[config.mk]
export PLATFORM = sky130hd
export DESIGN_NAME = side_marker_qualifier_flat
export DESIGN_NICKNAME = d
export VERILOG_FILES = /design/src/smq_pkg.sv /design/src/smq_item_if.sv /design/src/smq_result_if.sv /design/src/smq_cfg_if.sv /design/src/side_marker_qualifier.sv /design/src/flat_wrapper.sv
export SDC_FILE = /design/constraint.sdc
export NUM_CORES = 1
export LEC_CHECK = 0
export ABC_AREA = 1
export BUFFER_PORTS_ARGS = -buffer_cell sky130_fd_sc_hd__buf_2
export CAP_MARGIN = 15
export CORE_AREA = 2 2 312 314
export CTS_CLUSTER_SIZE = 14
export DETAILED_ROUTE_END_ITERATION = 6
export DIE_AREA = 0 0 314 316
export GPL_TIMING_DRIVEN = 0
export HOLD_SLACK_MARGIN = 0.02
export PLACE_DENSITY = 0.39
export SLEW_MARGIN = 10
export SYNTH_ARGS = -nofsm -noshare
export SYNTH_HDL_FRONTEND = slang
export SYNTH_SLANG_ARGS = --single-unit
[constraint.sdc]
create_clock -name clk -period 8.9 [get_ports clk]
set_input_delay 1.78 -clock clk [delete_from_list [all_inputs] [get_ports clk]]
set_output_delay 1.78 -clock clk [all_outputs]
set_load 0.02 [all_outputs]
[src/smq_pkg.sv]
`timescale 1ns / 1ps
// ----------------------------------------------------------------------------
// smq_pkg - shared types and constants of the side marker qualifier
// Field widths, action and marker codes, register indexes, reset values and
// the small distance helpers used by the channels and the top level.
// ----------------------------------------------------------------------------
package smq_pkg;

  // Width of the encoder distance arithmetic (16 to 32)
  localparam int DistW   = 32;
  localparam int TravelW = 32;
  localparam int CfgW    = 24;
  localparam int RegIdxW = 3;
  localparam int CmpW    = ((DistW > CfgW) ? DistW : CfgW) + 1;

  typedef logic [DistW-1:0]       dist_t;
  typedef logic [CfgW-1:0]        cfg_t;
  typedef logic [RegIdxW-1:0]     reg_idx_t;
  typedef logic [1:0]             code_t;
  typedef logic signed [CmpW-1:0] cmp_t;

  // Item actions; code 3 carries no meaning and is ignored
  typedef enum logic [1:0] {
    ActSample  = 2'd0,
    ActCheck   = 2'd1,
    ActDiscard = 2'd2
  } action_t;

  // Marker codes (also the bit layout of the paired reaction)
  localparam code_t CodeNone  = 2'd0;
  localparam code_t CodeRight = 2'd1;
  localparam code_t CodeLeft  = 2'd2;
  localparam code_t CodeCross = 2'd3;

  // Phase bookkeeping: both emitter phases present
  localparam logic [1:0] PhaseOff   = 2'b01;
  localparam logic [1:0] PhaseOn    = 2'b10;
  localparam logic [1:0] BothPhases = 2'b11;

  // Register indexes
  localparam reg_idx_t RegShortGap   = 3'd0;
  localparam reg_idx_t RegGlitchLen  = 3'd1;
  localparam reg_idx_t RegQualifyLen = 3'd2;
  localparam reg_idx_t RegRightLow   = 3'd3;
  localparam reg_idx_t RegRightHigh  = 3'd4;
  localparam reg_idx_t RegRightClear = 3'd5;
  localparam reg_idx_t RegLeftClear  = 3'd6;
  localparam reg_idx_t RegInitOffset = 3'd7;

  // Register reset values
  localparam cfg_t RstShortGap   = 24'd5;
  localparam cfg_t RstGlitchLen  = 24'd10;
  localparam cfg_t RstQualifyLen = 24'd20;
  localparam cfg_t RstRightLow   = 24'd50;
  localparam cfg_t RstRightHigh  = 24'd60;
  localparam cfg_t RstRightClear = 24'd100;
  localparam cfg_t RstLeftClear  = 24'd80;
  localparam cfg_t RstInitOffset = 24'd100;

  // Map a register value onto the distance width
  function automatic dist_t dist_of_cfg(cfg_t c);
    logic [CfgW+DistW-1:0] w;
    w = {{DistW{1'b0}}, c};
    return w[DistW-1:0];
  endfunction

  // Signed distance strictly greater than an unsigned register value
  function automatic logic dist_gt(dist_t d, cfg_t c);
    cmp_t sd;
    cmp_t uc;
    sd = cmp_t'({{(CmpW-DistW){d[DistW-1]}}, d});
    uc = cmp_t'({{(CmpW-CfgW){1'b0}}, c});
    return sd > uc;
  endfunction

endpackage

[src/smq_item_if.sv]
`timescale 1ns / 1ps
// ----------------------------------------------------------------------------
// smq_item_if - input item channel
// Valid/ready channel carrying one sensor sample, distance check or discard.
// ----------------------------------------------------------------------------
interface smq_item_if;
  logic                                valid;
  logic                                ready;
  logic [1:0]                          action;
  logic                                phase;
  logic                                left_pin;
  logic                                right_pin;
  logic signed [smq_pkg::TravelW-1:0]  travel;

  modport source (output valid, action, phase, left_pin, right_pin, travel, input ready);
  modport sink   (input valid, action, phase, left_pin, right_pin, travel, output ready);
endinterface

[src/smq_result_if.sv]
`timescale 1ns / 1ps
// ----------------------------------------------------------------------------
// smq_result_if - result channel
// Valid/ready channel carrying the marker code and the paired reaction.
// ----------------------------------------------------------------------------
interface smq_result_if;
  logic                 valid;
  logic                 ready;
  smq_pkg::code_t       marker_code;
  logic [1:0]           raw_markers;

  modport source (output valid, marker_code, raw_markers, input ready);
  modport sink   (input valid, marker_code, raw_markers, output ready);
endinterface

[src/smq_cfg_if.sv]
`timescale 1ns / 1ps
// ----------------------------------------------------------------------------
// smq_cfg_if - register write channel
// Valid/ready channel carrying a register index and its write data.
// ----------------------------------------------------------------------------
interface smq_cfg_if;
  logic                 valid;
  logic                 ready;
  smq_pkg::reg_idx_t    index;
  smq_pkg::cfg_t        data;

  modport source (output valid, index, data, input ready);
  modport sink   (input valid, index, data, output ready);
endinterface

[src/side_marker_qualifier.sv]
`timescale 1ns / 1ps
// ----------------------------------------------------------------------------
// side_marker_qualifier - left/right track marker qualifier
// Pairs emitter-off/emitter-on sensor samples, qualifies marker reactions
// over encoder distance and reports right, left or crossing codes.
// ----------------------------------------------------------------------------
//  Channel   Role   Beat contents
//  item      sink   action, phase, left_pin, right_pin, travel
//  result    source marker_code, raw_markers (one beat per item beat)
//  cfg       sink   index, data (register write, always ready)
//
//  An item beat passes the input register, then the qualify logic and the
//  result register. One item per cycle is sustained while results are taken;
//  the state update of one item completes before the next leaves the input
//  register.
//  Reset (rst, synchronous) restores registers and state; no clearing pass.
//  A stalled result holds; the input register keeps accepting while the
//  result register is free or being drained in the same cycle.
// ----------------------------------------------------------------------------
module side_marker_qualifier (
  input  logic         clk,
  input  logic         rst,
  smq_item_if.sink     item,
  smq_result_if.source result,
  smq_cfg_if.sink      cfg
);

  // Configuration registers
  smq_pkg::cfg_t  short_gap;
  smq_pkg::cfg_t  glitch_length;
  smq_pkg::cfg_t  qualify_length;
  smq_pkg::cfg_t  right_window_low;
  smq_pkg::cfg_t  right_window_high;
  smq_pkg::cfg_t  right_clear_of_left;
  smq_pkg::cfg_t  left_clear_of_right;

  // Input register
  logic                  hold_valid;
  logic [1:0]            hold_action;
  logic                  hold_phase;
  logic                  hold_left;
  logic                  hold_right;
  smq_pkg::dist_t        hold_travel;

  // Qualifier state
  logic                  left_lit,  left_lit_next;
  logic                  right_lit, right_lit_next;
  logic                  left_dark, left_dark_next;
  logic                  right_dark, right_dark_next;
  logic [1:0]            phases_seen, phases_seen_next;
  smq_pkg::code_t        paired_reaction, paired_reaction_next;
  logic                  measuring, measuring_next;
  smq_pkg::code_t        candidate_code, candidate_code_next;
  smq_pkg::dist_t        measure_start, measure_start_next;
  smq_pkg::dist_t        left_mark_pos, left_mark_pos_next;
  smq_pkg::dist_t        right_mark_pos, right_mark_pos_next;
  smq_pkg::code_t        code_next;

  // Result register
  logic                  result_valid;
  smq_pkg::code_t        marker_code;
  logic [1:0]            raw_markers;

  // Working values
  logic                  advance;
  logic                  start;
  logic                  left_moved;
  logic                  right_moved;
  logic [1:0]            seen;
  smq_pkg::dist_t        start_pos;
  smq_pkg::dist_t        d_meas;
  smq_pkg::dist_t        dl;
  smq_pkg::dist_t        dr;
  smq_pkg::code_t        pair;

  // Handshake: move an item on when the result register is free or draining
  assign advance      = hold_valid && (!result_valid || result.ready);
  assign item.ready   = !hold_valid || advance;
  assign cfg.ready    = 1'b1;
  assign result.valid       = result_valid;
  assign result.marker_code = marker_code;
  assign result.raw_markers = raw_markers;

  // Input register
  always_ff @(posedge clk) begin
    if (rst) begin
      hold_valid <= 1'b0;
    end else if (item.ready) begin
      hold_valid <= item.valid;
    end
  end

  always_ff @(posedge clk) begin
    if (item.valid && item.ready) begin
      hold_action <= item.action;
      hold_phase  <= item.phase;
      hold_left   <= item.left_pin;
      hold_right  <= item.right_pin;
      hold_travel <= item.travel[smq_pkg::DistW-1:0];
    end
  end

  // Qualify logic for the held item
  always_comb begin
    left_lit_next        = left_lit;
    right_lit_next       = right_lit;
    left_dark_next       = left_dark;
    right_dark_next      = right_dark;
    phases_seen_next     = phases_seen;
    paired_reaction_next = paired_reaction;
    measuring_next       = measuring;
    candidate_code_next  = candidate_code;
    measure_start_next   = measure_start;
    left_mark_pos_next   = left_mark_pos;
    right_mark_pos_next  = right_mark_pos;
    code_next            = smq_pkg::CodeNone;
    seen                 = phases_seen;
    pair                 = smq_pkg::CodeNone;
    left_moved           = 1'b0;
    right_moved          = 1'b0;

    // Start measuring when a reaction appears
    start     = (paired_reaction != smq_pkg::CodeNone) && !measuring;
    start_pos = start ? hold_travel : measure_start;
    d_meas    = hold_travel - start_pos;

    case (hold_action)
      smq_pkg::ActSample: begin
        if (hold_phase) begin
          left_lit_next  = hold_left;
          right_lit_next = hold_right;
          seen           = phases_seen | smq_pkg::PhaseOn;
        end else begin
          left_dark_next  = hold_left;
          right_dark_next = hold_right;
          seen            = phases_seen | smq_pkg::PhaseOff;
        end
        phases_seen_next = seen;
        if (seen == smq_pkg::BothPhases) begin
          pair[0] = right_dark_next && !right_lit_next;
          pair[1] = left_dark_next && !left_lit_next;
          paired_reaction_next = pair;
          phases_seen_next     = 2'b00;
        end
      end

      smq_pkg::ActCheck: begin
        if (start) begin
          candidate_code_next = paired_reaction;
          measuring_next      = 1'b1;
          measure_start_next  = hold_travel;
        end
        if (start || measuring) begin
          if (!smq_pkg::dist_gt(d_meas, qualify_length)) begin
            // Drop a reaction that fades early; otherwise keep the strongest
            if (paired_reaction == smq_pkg::CodeNone &&
                !smq_pkg::dist_gt(d_meas, glitch_length)) begin
              candidate_code_next = smq_pkg::CodeNone;
              measuring_next      = 1'b0;
            end
            if (paired_reaction > candidate_code_next) begin
              candidate_code_next = paired_reaction;
            end
          end else begin
            // Accept: store the mark position
            right_moved = (candidate_code_next == smq_pkg::CodeRight) ||
                          (candidate_code_next == smq_pkg::CodeCross);
            left_moved  = (candidate_code_next == smq_pkg::CodeLeft) ||
                          (candidate_code_next == smq_pkg::CodeCross);
            if (right_moved) begin
              right_mark_pos_next = hold_travel;
            end
            if (left_moved) begin
              left_mark_pos_next = hold_travel;
            end
            measuring_next = 1'b0;
          end
        end
      end

      smq_pkg::ActDiscard: begin
        phases_seen_next     = 2'b00;
        paired_reaction_next = smq_pkg::CodeNone;
      end

      default: begin
      end
    endcase

    // Distances from the marks, zero where a mark moved to this position
    dl = left_moved  ? '0 : hold_travel - left_mark_pos;
    dr = right_moved ? '0 : hold_travel - right_mark_pos;

    if (hold_action == smq_pkg::ActCheck) begin
      if (smq_pkg::dist_gt(dr, right_window_low) &&
          !smq_pkg::dist_gt(dr, right_window_high) &&
          smq_pkg::dist_gt(dl, right_clear_of_left)) begin
        code_next = smq_pkg::CodeRight;
      end
      if (smq_pkg::dist_gt(dl, short_gap) &&
          !smq_pkg::dist_gt(dl, glitch_length) &&
          smq_pkg::dist_gt(dr, left_clear_of_right)) begin
        code_next = smq_pkg::CodeLeft;
      end
      if (smq_pkg::dist_gt(dl, glitch_length) &&
          !smq_pkg::dist_gt(dl, qualify_length) && (dr == dl)) begin
        code_next = smq_pkg::CodeCross;
      end
    end
  end

  // State and configuration registers
  always_ff @(posedge clk) begin
    if (rst) begin
      short_gap           <= smq_pkg::RstShortGap;
      glitch_length       <= smq_pkg::RstGlitchLen;
      qualify_length      <= smq_pkg::RstQualifyLen;
      right_window_low    <= smq_pkg::RstRightLow;
      right_window_high   <= smq_pkg::RstRightHigh;
      right_clear_of_left <= smq_pkg::RstRightClear;
      left_clear_of_right <= smq_pkg::RstLeftClear;
      left_lit            <= 1'b1;
      right_lit           <= 1'b1;
      left_dark           <= 1'b1;
      right_dark          <= 1'b1;
      phases_seen         <= 2'b00;
      paired_reaction     <= smq_pkg::CodeNone;
      measuring           <= 1'b0;
      candidate_code      <= smq_pkg::CodeNone;
      measure_start       <= '0;
      left_mark_pos       <= smq_pkg::dist_of_cfg(smq_pkg::RstInitOffset);
      right_mark_pos      <= smq_pkg::dist_of_cfg(smq_pkg::RstInitOffset) +
                             smq_pkg::DistW'(1);
    end else begin
      if (advance) begin
        left_lit        <= left_lit_next;
        right_lit       <= right_lit_next;
        left_dark       <= left_dark_next;
        right_dark      <= right_dark_next;
        phases_seen     <= phases_seen_next;
        paired_reaction <= paired_reaction_next;
        measuring       <= measuring_next;
        candidate_code  <= candidate_code_next;
        measure_start   <= measure_start_next;
        left_mark_pos   <= left_mark_pos_next;
        right_mark_pos  <= right_mark_pos_next;
      end
      // The user must make register writes only while idle (unenforced); the offset reloads both marks
      if (cfg.valid) begin
        case (cfg.index)
          smq_pkg::RegShortGap:   short_gap           <= cfg.data;
          smq_pkg::RegGlitchLen:  glitch_length       <= cfg.data;
          smq_pkg::RegQualifyLen: qualify_length      <= cfg.data;
          smq_pkg::RegRightLow:   right_window_low    <= cfg.data;
          smq_pkg::RegRightHigh:  right_window_high   <= cfg.data;
          smq_pkg::RegRightClear: right_clear_of_left <= cfg.data;
          smq_pkg::RegLeftClear:  left_clear_of_right <= cfg.data;
          smq_pkg::RegInitOffset: begin
            left_mark_pos       <= smq_pkg::dist_of_cfg(cfg.data);
            right_mark_pos      <= smq_pkg::dist_of_cfg(cfg.data) + smq_pkg::DistW'(1);
          end
          default: begin
          end
        endcase
      end
    end
  end

  // Result register
  always_ff @(posedge clk) begin
    if (rst) begin
      result_valid <= 1'b0;
    end else if (advance) begin
      result_valid <= 1'b1;
    end else if (result.ready) begin
      result_valid <= 1'b0;
    end
  end

  always_ff @(posedge clk) begin
    if (advance) begin
      marker_code <= code_next;
      raw_markers <= paired_reaction_next;
    end
  end

  // Checks
  a_no_stored_pair: assert property (@(posedge clk) disable iff (rst)
    phases_seen != smq_pkg::BothPhases)
    else $error("both phases left pending after pairing");

  a_candidate_set: assert property (@(posedge clk) disable iff (rst)
    measuring |-> (candidate_code != smq_pkg::CodeNone))
    else $error("measuring without a candidate code");

  a_non_check_quiet: assert property (@(posedge clk) disable iff (rst)
    (advance && hold_action != smq_pkg::ActCheck) |=>
      (marker_code == smq_pkg::CodeNone))
    else $error("marker code reported for a non-check item");

  a_discard_clears: assert property (@(posedge clk) disable iff (rst)
    (advance && hold_action == smq_pkg::ActDiscard) |=>
      (raw_markers == smq_pkg::CodeNone && phases_seen == 2'b00))
    else $error("discard left pending samples");

  a_free_moves: assert property (@(posedge clk) disable iff (rst)
    (hold_valid && !result_valid) |-> advance)
    else $error("held item stalled with an empty result register");

endmodule

[src/flat_wrapper.sv]
// flat-port wrapper written by rule: the top's interface ports become plain ports
module side_marker_qualifier_flat 
  (clk, rst, item_valid, item_action, item_phase, item_left_pin, item_right_pin, item_travel, item_ready, result_valid, result_marker_code, result_raw_markers, result_ready, cfg_valid, cfg_index, cfg_data, cfg_ready);
  smq_item_if item_i ();
  smq_result_if result_i ();
  smq_cfg_if cfg_i ();
  input  logic clk;
  input  logic rst;
  input wire logic [$bits(item_i.valid)-1:0] item_valid;
  input wire logic [$bits(item_i.action)-1:0] item_action;
  input wire logic [$bits(item_i.phase)-1:0] item_phase;
  input wire logic [$bits(item_i.left_pin)-1:0] item_left_pin;
  input wire logic [$bits(item_i.right_pin)-1:0] item_right_pin;
  input wire logic [$bits(item_i.travel)-1:0] item_travel;
  output wire logic [$bits(item_i.ready)-1:0] item_ready;
  output wire logic [$bits(result_i.valid)-1:0] result_valid;
  output wire logic [$bits(result_i.marker_code)-1:0] result_marker_code;
  output wire logic [$bits(result_i.raw_markers)-1:0] result_raw_markers;
  input wire logic [$bits(result_i.ready)-1:0] result_ready;
  input wire logic [$bits(cfg_i.valid)-1:0] cfg_valid;
  input wire logic [$bits(cfg_i.index)-1:0] cfg_index;
  input wire logic [$bits(cfg_i.data)-1:0] cfg_data;
  output wire logic [$bits(cfg_i.ready)-1:0] cfg_ready;
  assign item_i.valid = item_valid;
  assign item_i.action = item_action;
  assign item_i.phase = item_phase;
  assign item_i.left_pin = item_left_pin;
  assign item_i.right_pin = item_right_pin;
  assign item_i.travel = item_travel;
  assign item_ready = item_i.ready;
  assign result_valid = result_i.valid;
  assign result_marker_code = result_i.marker_code;
  assign result_raw_markers = result_i.raw_markers;
  assign result_i.ready = result_ready;
  assign cfg_i.valid = cfg_valid;
  assign cfg_i.index = cfg_index;
  assign cfg_i.data = cfg_data;
  assign cfg_ready = cfg_i.ready;
  side_marker_qualifier u_core (.clk(clk), .rst(rst), .item(item_i), .result(result_i), .cfg(cfg_i));
endmodule
==> Yosys cells after proc, flatten, opt, wreduce, memory -nomap -nowiden <==
Index checks and enable logic that the tools add are counted.
{ "classes": {"addsub": 4, "n_lt_le_gt_ge": 10, "eq_ne": 14, "muxes": 55, "n_reduce_logical": 42} }
{ "op_table": {"columns": ["operator", "n"], "rows": [
  ["32-bit 2-to-1 mux", 17],
  ["32-bit by 25-bit > comparator with 1-bit output", 9],
  ["32-bit subtractor", 3],
  ["32-bit equality test", 1],
  ["2-bit 2-to-1 mux", 15],
  ["24-bit by 1-bit adder with 25-bit output (second input constant)", 1],
  ["1-bit 2-to-1 mux", 21],
  ["2-bit AND reduction", 10],
  ["3-bit equality test (second input constant)", 4],
  ["1-bit logical AND", 12],
  ["1-bit logical NOT", 9],
  ["2-bit equality test (second input constant)", 4],
  ["2-bit one-hot mux with 2 select lines", 2],
  ["3-bit by 2-bit equality test with 1-bit output (second input constant)", 2],
  ["2-bit nonzero test", 3],
  ["1-bit logical OR", 5],
  ["2-bit by 1-bit equality test with 1-bit output (second input constant)", 2],
  ["2-bit logical NOT", 2],
  ["3-bit by 1-bit equality test with 1-bit output (second input constant)", 1],
  ["3-bit logical NOT", 1],
  ["2-bit > comparator", 1]
]} }
{ "totals": {"reg_bits": 318, "in_bits": 69, "output_inout_bits": 7, "elab_cells": 152} }

==> Depth between registers and ports, before layout <==
{ "depth": {"depth_word": 17, "mapped_depth": 49, "ltp_nobuf": 46} }

==> Least setup slack after synthesis <==
OpenSTA, ideal clock, no wires.
{ "synth_timing": {"path_kind": "register to register", "from": "register u_core.paired_reaction[0]", "to": "register u_core.marker_code[0] (netlist: u_core.result.marker_code[0]) (data pin)", "setup_time_ps": 146, "t_arrival_ps": 6265, "required_ps": 8754, "slack_ps": 2489, "stages_incl_launch_ff": 40, "synth_period_minus_slack_ps": 6411, "cell_sequence": "dfxtp_1 o21ai_2 buf_6 buf_2 buf_1 mux2i_1 ha_1 a21oi_1 inv_1 a21oi_1 inv_1 a21oi_1 nand2_2 xor2_1 ha_1 nand2_1 or4_1 o211ai_1 (+4 left out) nand2_1 inv_1 ha_1 nand2_1 inv_1 a221oi_1 o221ai_1 nand2_1 o2111ai_1 a21oi_1 nand2_1 o21ai_0 o31ai_1 nor2_1 nand2_1 nor2_1 nand2_1 a21oi_1"} }
{ "synth_via": {"elab_chain_cells": 17, "elab_cells_between_ends": 41} }
{ "synth_rtl": {"columns": ["item", "line_no", "source"], "rows": [
  ["start, declared", "side_marker_qualifier.sv:51", "smq_pkg::code_t paired_reaction, paired_reaction_next;"],
  ["start signal, assigned", "side_marker_qualifier.sv:227", "paired_reaction <= smq_pkg::CodeNone;"],
  ["start signal, assigned", "side_marker_qualifier.sv:241", "paired_reaction <= paired_reaction_next;"],
  ["parallel branches: the longest is 16 deep, another holds 32-bit subtractor", null, null],
  ["2-bit 2-to-1 mux (*)", "side_marker_qualifier.sv:205", "if (smq_pkg::dist_gt(dl, glitch_length) &&"],
  ["end signal, assigned", "side_marker_qualifier.sv:282", "marker_code <= code_next;"],
  ["end, declared", "side_marker_qualifier.sv:61", "smq_pkg::code_t marker_code;"]
]} }
Every way passes the cells marked *. The select of a mux whose other input is x is not followed.
A chain may end at the register's enable or synchronous reset.

==> Worst setup path after layout <==
Ends and elaborated chain as after synthesis.

==> impl_metrics.prom <==
# TYPE chip_impl_metric gauge
chip_impl_info{name="status",value="complete, no violations"} 1
chip_impl_info{name="critical_path_startpoint_category",value="register"} 1
chip_impl_metric{name="vias",unit=""} 23230
chip_impl_metric{name="synth.avg_cell_area",unit="µm²"} 7.110
chip_impl_metric{name="htreeDepth",unit=""} 2
chip_impl_metric{name="grt_start_max_net_pins",unit=""} 37
chip_impl_metric{name="max_cap_violations",unit=""} 0
chip_impl_info{name="min_path_type",value="register to register"} 1
chip_impl_metric{name="depth_of_the_worst_register_to_register_path",unit=""} 39
chip_impl_metric{name="fin_crit",unit="ns"} 8.437
chip_impl_metric{name="hold_buffers",unit=""} 0
chip_impl_metric{name="die_area",unit="µm²"} 99220
chip_impl_metric{name="finalCritPeriodShare",unit=""} 0.9480
chip_impl_metric{name="detail_route.wl_per_cell",unit="µm"} 21.70
chip_impl_info{name="unrepaired_setup_endpoints_after_global_routing",value="no"} 1
chip_impl_metric{name="clkLatencyLatePin",unit="ns"} 0.59
chip_impl_metric{name="postCtsResizedCells",unit=""} 4
chip_impl_metric{name="critPathArrivalTime",unit="ns"} 8.85
chip_impl_metric{name="post-dp-hpwl",unit="µm"} 82520
chip_impl_metric{name="timing.clock.skew",unit="ns"} 0.02175
chip_impl_metric{name="path_max_fanout",unit=""} 10
chip_impl_metric{name="power_share_of_the_sequential_group",unit=""} 0.311
chip_impl_metric{name="detail_route.first_pass.iterations",unit=""} 6
chip_impl_metric{name="starting_density_of_the_core",unit=""} 0.2473
chip_impl_metric{name="stdcell_count",unit=""} 4769
chip_impl_metric{name="setup_viol",unit=""} 0
chip_impl_metric{name="grt.met2_usage",unit=""} 0.3253
chip_impl_metric{name="core_area",unit="µm²"} 95990
chip_impl_metric{name="floorplan.rows",unit=""} 114
chip_impl_metric{name="max_clock_freq",unit="MHz"} 118.5
chip_impl_metric{name="detail_route.drc_violations",unit=""} 0
chip_impl_info{name="worstSetupEndpointType",value="register"} 1
chip_impl_info{name="globalRoute.busiestLayer",value="met2"} 1
chip_impl_metric{name="fin_nets",unit=""} 3839
chip_impl_metric{name="top_level_ports",unit=""} 76
chip_impl_metric{name="antenna_left",unit=""} 0
chip_impl_metric{name="antenna_violations_before_repair",unit=""} 1
chip_impl_metric{name="synth.cell_area",unit="µm²"} 23740
chip_impl_metric{name="vdd_ir_drop_max",unit="µV"} 139.6
chip_impl_metric{name="cpPeakStageDelay",unit="ns"} 0.60
chip_impl_info{name="cts_tree",value="yes"} 1
chip_impl_metric{name="p_switching",unit="mW"} 1.886
chip_impl_metric{name="slew_viol_final",unit=""} 0
chip_impl_metric{name="die_x",unit="µm"} 314
chip_impl_metric{name="cts_max_path_buffers",unit=""} 3
chip_impl_metric{name="synth.yosys.warnings",unit=""} 0
chip_impl_metric{name="finalWeightedCongestion",unit=""} 0.9493
chip_impl_metric{name="clock_power_share",unit=""} 0.364
chip_impl_info{name="path_common_cell",value="sky130_fd_sc_hd__nand2_1"} 1
chip_impl_metric{name="synth_sequential_area_ratio",unit=""} 0.2854
chip_impl_metric{name="netSwitchingFraction",unit=""} 0.3756
chip_impl_info{name="reg2reg_from",value="u_core.paired_reaction[0]"} 1
chip_impl_metric{name="detail_route.iter0.violations",unit=""} 1751
chip_impl_metric{name="grt_pass1_vias",unit=""} 22000
chip_impl_metric{name="syn_to_final_growth",unit="%"} 14.82
chip_impl_metric{name="postSynthRegisterBits",unit=""} 318
chip_impl_metric{name="routed_wl",unit="µm"} 103500
chip_impl_metric{name="place.detailed.instances",unit=""} 4691
chip_impl_info{name="crit_path_start",value="u_core.paired_reaction[0]"} 1
chip_impl_metric{name="grt_pass1_wl",unit="µm"} 150100
chip_impl_metric{name="synth-edff-count",unit=""} 41
chip_impl_metric{name="hold_path_depth",unit=""} 2
chip_impl_info{name="standard_cell_with_the_maximum_stage_delay_on_the_critical_path",value="sky130_fd_sc_hd__or4_1"} 1
chip_impl_metric{name="die_h",unit="µm"} 316
chip_impl_info{name="mostFrequentLayoutCells",value="568 x sky130_fd_sc_hd__nand2_1, 493 x sky130_fd_sc_hd__inv_1, 437 x sky130_fd_sc_hd__a21oi_1, 350 x sky130_fd_sc_hd__o21ai_0, 309 x sky130_fd_sc_hd__ha_1"} 1
chip_impl_metric{name="gr-total-overflow",unit=""} 0
chip_impl_metric{name="maxSlewHeadroom",unit=""} 0.2046
chip_impl_metric{name="vias_per_cell",unit=""} 4.870
chip_impl_metric{name="combPwrFrac",unit=""} 0.325
chip_impl_info{name="timing_worst_setup_path_type",value="register to register"} 1
chip_impl_metric{name="gr-usage-all-layers",unit=""} 0.2056
chip_impl_metric{name="cp.buffers_inverters",unit=""} 8
chip_impl_metric{name="power.static_leakage",unit="nW"} 11.85
chip_impl_metric{name="cts.sink_count",unit=""} 318
chip_impl_metric{name="ys_async_sr_fraction",unit=""} 0
chip_impl_metric{name="power_density_over_the_cells",unit="nW/µm²"} 184.1
chip_impl_metric{name="p_total",unit="mW"} 5.020
chip_impl_metric{name="cts_setup_buffers",unit=""} 0
chip_impl_metric{name="n_antenna_cell",unit=""} 0
chip_impl_metric{name="synth.lib_cells_used.distinct",unit=""} 57
chip_impl_metric{name="met3_usage",unit=""} 0.02119
chip_impl_metric{name="synthCells",unit=""} 3339
chip_impl_metric{name="cts-buffers-inserted",unit=""} 42
chip_impl_metric{name="synth.net_count",unit=""} 3719
chip_impl_metric{name="power.internal",unit="mW"} 3.134
chip_impl_metric{name="final_layout_size_suffix_gt1_frac",unit=""} 0.06527
chip_impl_metric{name="worstPathRequired",unit="ns"} 9.31
chip_impl_metric{name="met1_usage",unit=""} 0.2983
chip_impl_metric{name="reg2reg_slack",unit="ns"} 0.46
chip_impl_info{name="most_used_flip_flop_cell_after_synthesis",value="sky130_fd_sc_hd__dfxtp_1"} 1
chip_impl_info{name="root_buffer",value="sky130_fd_sc_hd__clkbuf_16"} 1
chip_impl_metric{name="numPortBuffers",unit=""} 73
chip_impl_info{name="hp-start",value="u_core.phases_seen[1]"} 1
chip_impl_metric{name="timing.critical_path.depth",unit=""} 39
chip_impl_metric{name="hold_violations",unit=""} 0
chip_impl_info{name="timing.critical_path.max_delay_family",value="compound AO/OA/AOI/OAI gates"} 1
chip_impl_metric{name="clock_transition_at_the_registers_of_the_reported_paths",unit="ns"} 0.06
chip_impl_info{name="mostFrequentLayoutCell",value="sky130_fd_sc_hd__nand2_1"} 1
chip_impl_metric{name="max_slew.worst_pin.slew",unit="ns"} 1.178
==> synthesized netlist by cell type (all sizes together) (15+ instances only) <==
cell type	instances	area, µm²
a211oi	28	210.2
a21oi	438	2192
a221oi	15	131.4
a31oi	17	106.4
buf	21	136.4
clkbuf	86	322.8
dfxtp	277	5545
edfxtp	41	1231
ha	309	3866
inv	515	1933
mux2i	24	240.2
nand2	576	2192
nand3	95	548.0
nand4	46	287.8
nor2	194	755.7
nor3	51	255.2
nor4	21	131.4
o211ai	33	261.5
o21ai	354	1775
xnor2	42	367.9
xor2	50	437.9
==> layout make-up <==
cell class	count	area, µm²
Buffer	107	465.4
Clock buffer	61	1244
Sequential cell	318	6777
Multi-Input combinational cell	2386	14580
Tap cell	1276	1597
Timing Repair Buffer	76	404.1
Fill cell	10690	68740
Clock inverter	17	207.7
Inverter	528	1982
==> routing by layer <==
metal,routed length (µm),vias to the layer above
met5,0,-
li1,-,11590
met4,2475,0
met3,4586,109
met2,44920,593
met1,51480,10940
==> path summary, 6_finish.rpt <==
check	endpoint
hold reg to reg	u_core.phases_seen[1]
hold / removal	u_core.phases_seen[1]
setup reg to reg	u_core.result.marker_code[0]
setup / recovery	u_core.result.marker_code[0]
==> stage by stage <==
step	utilization	area (µm²)	setup WS (ns)	setup TNS, ns	hold slack (ns)
floorplan	-	23740	2.489	0	0.4292
detailed placement	0.2682	25750	-0.1853	-0.1853	0.4554
global route	0.2840	27260	0.002668	0	0.4882
CTS	0.2835	27210	0.03645	0	0.4636
global placement	0.2677	25700	-0.2770	-0.3475	0.4584
finish	0.2840	27260	0.4626	0	0.4613
==> kinds of logic after synthesis <==
family | Yosys count | share of synthesized area
and+or+nand+nor | 1003 | 0.1818
muxes | 24 | 0.01012
buffers and inverters | 635 | 0.1028
adders and majority gates | 311 | 0.1645
other | 1 | 0.0001580
DFF | 318 | 0.2854
AOI/OAI and AO/OA | 955 | 0.2212
xor gates and xnor gates | 92 | 0.03394
==> state kept, by name (all words and copies together) (netlist names), 32 cells and up <==
signal / count
u_core.hold_travel: 32
u_core.right_mark_pos: 32
u_core.measure_start: 32
u_core.left_mark_pos: 32
==> power groups by stage <==
stage / clock network, mW / logic, mW / registers (mW)
final: 1.83 / 1.63 / 1.56
after global routing: 1.92 / 1.84 / 1.56
after CTS: 1.87 / 1.62 / 1.56
after detailed placement: 0 / 1.61 / 1.59
after global placement: 0 / 1.61 / 1.59
after floorplan: 0 / 1.07 / 1.56
==> worst min-delay path: cells and delay by family, from the launching register on <==
kind,cells,cell delay (ns)
DFF,1,0.31
AOI/OAI and AO/OA,1,0.05
and+or+nand+nor,1,0.06
Power figures use the tool's default switching activity.
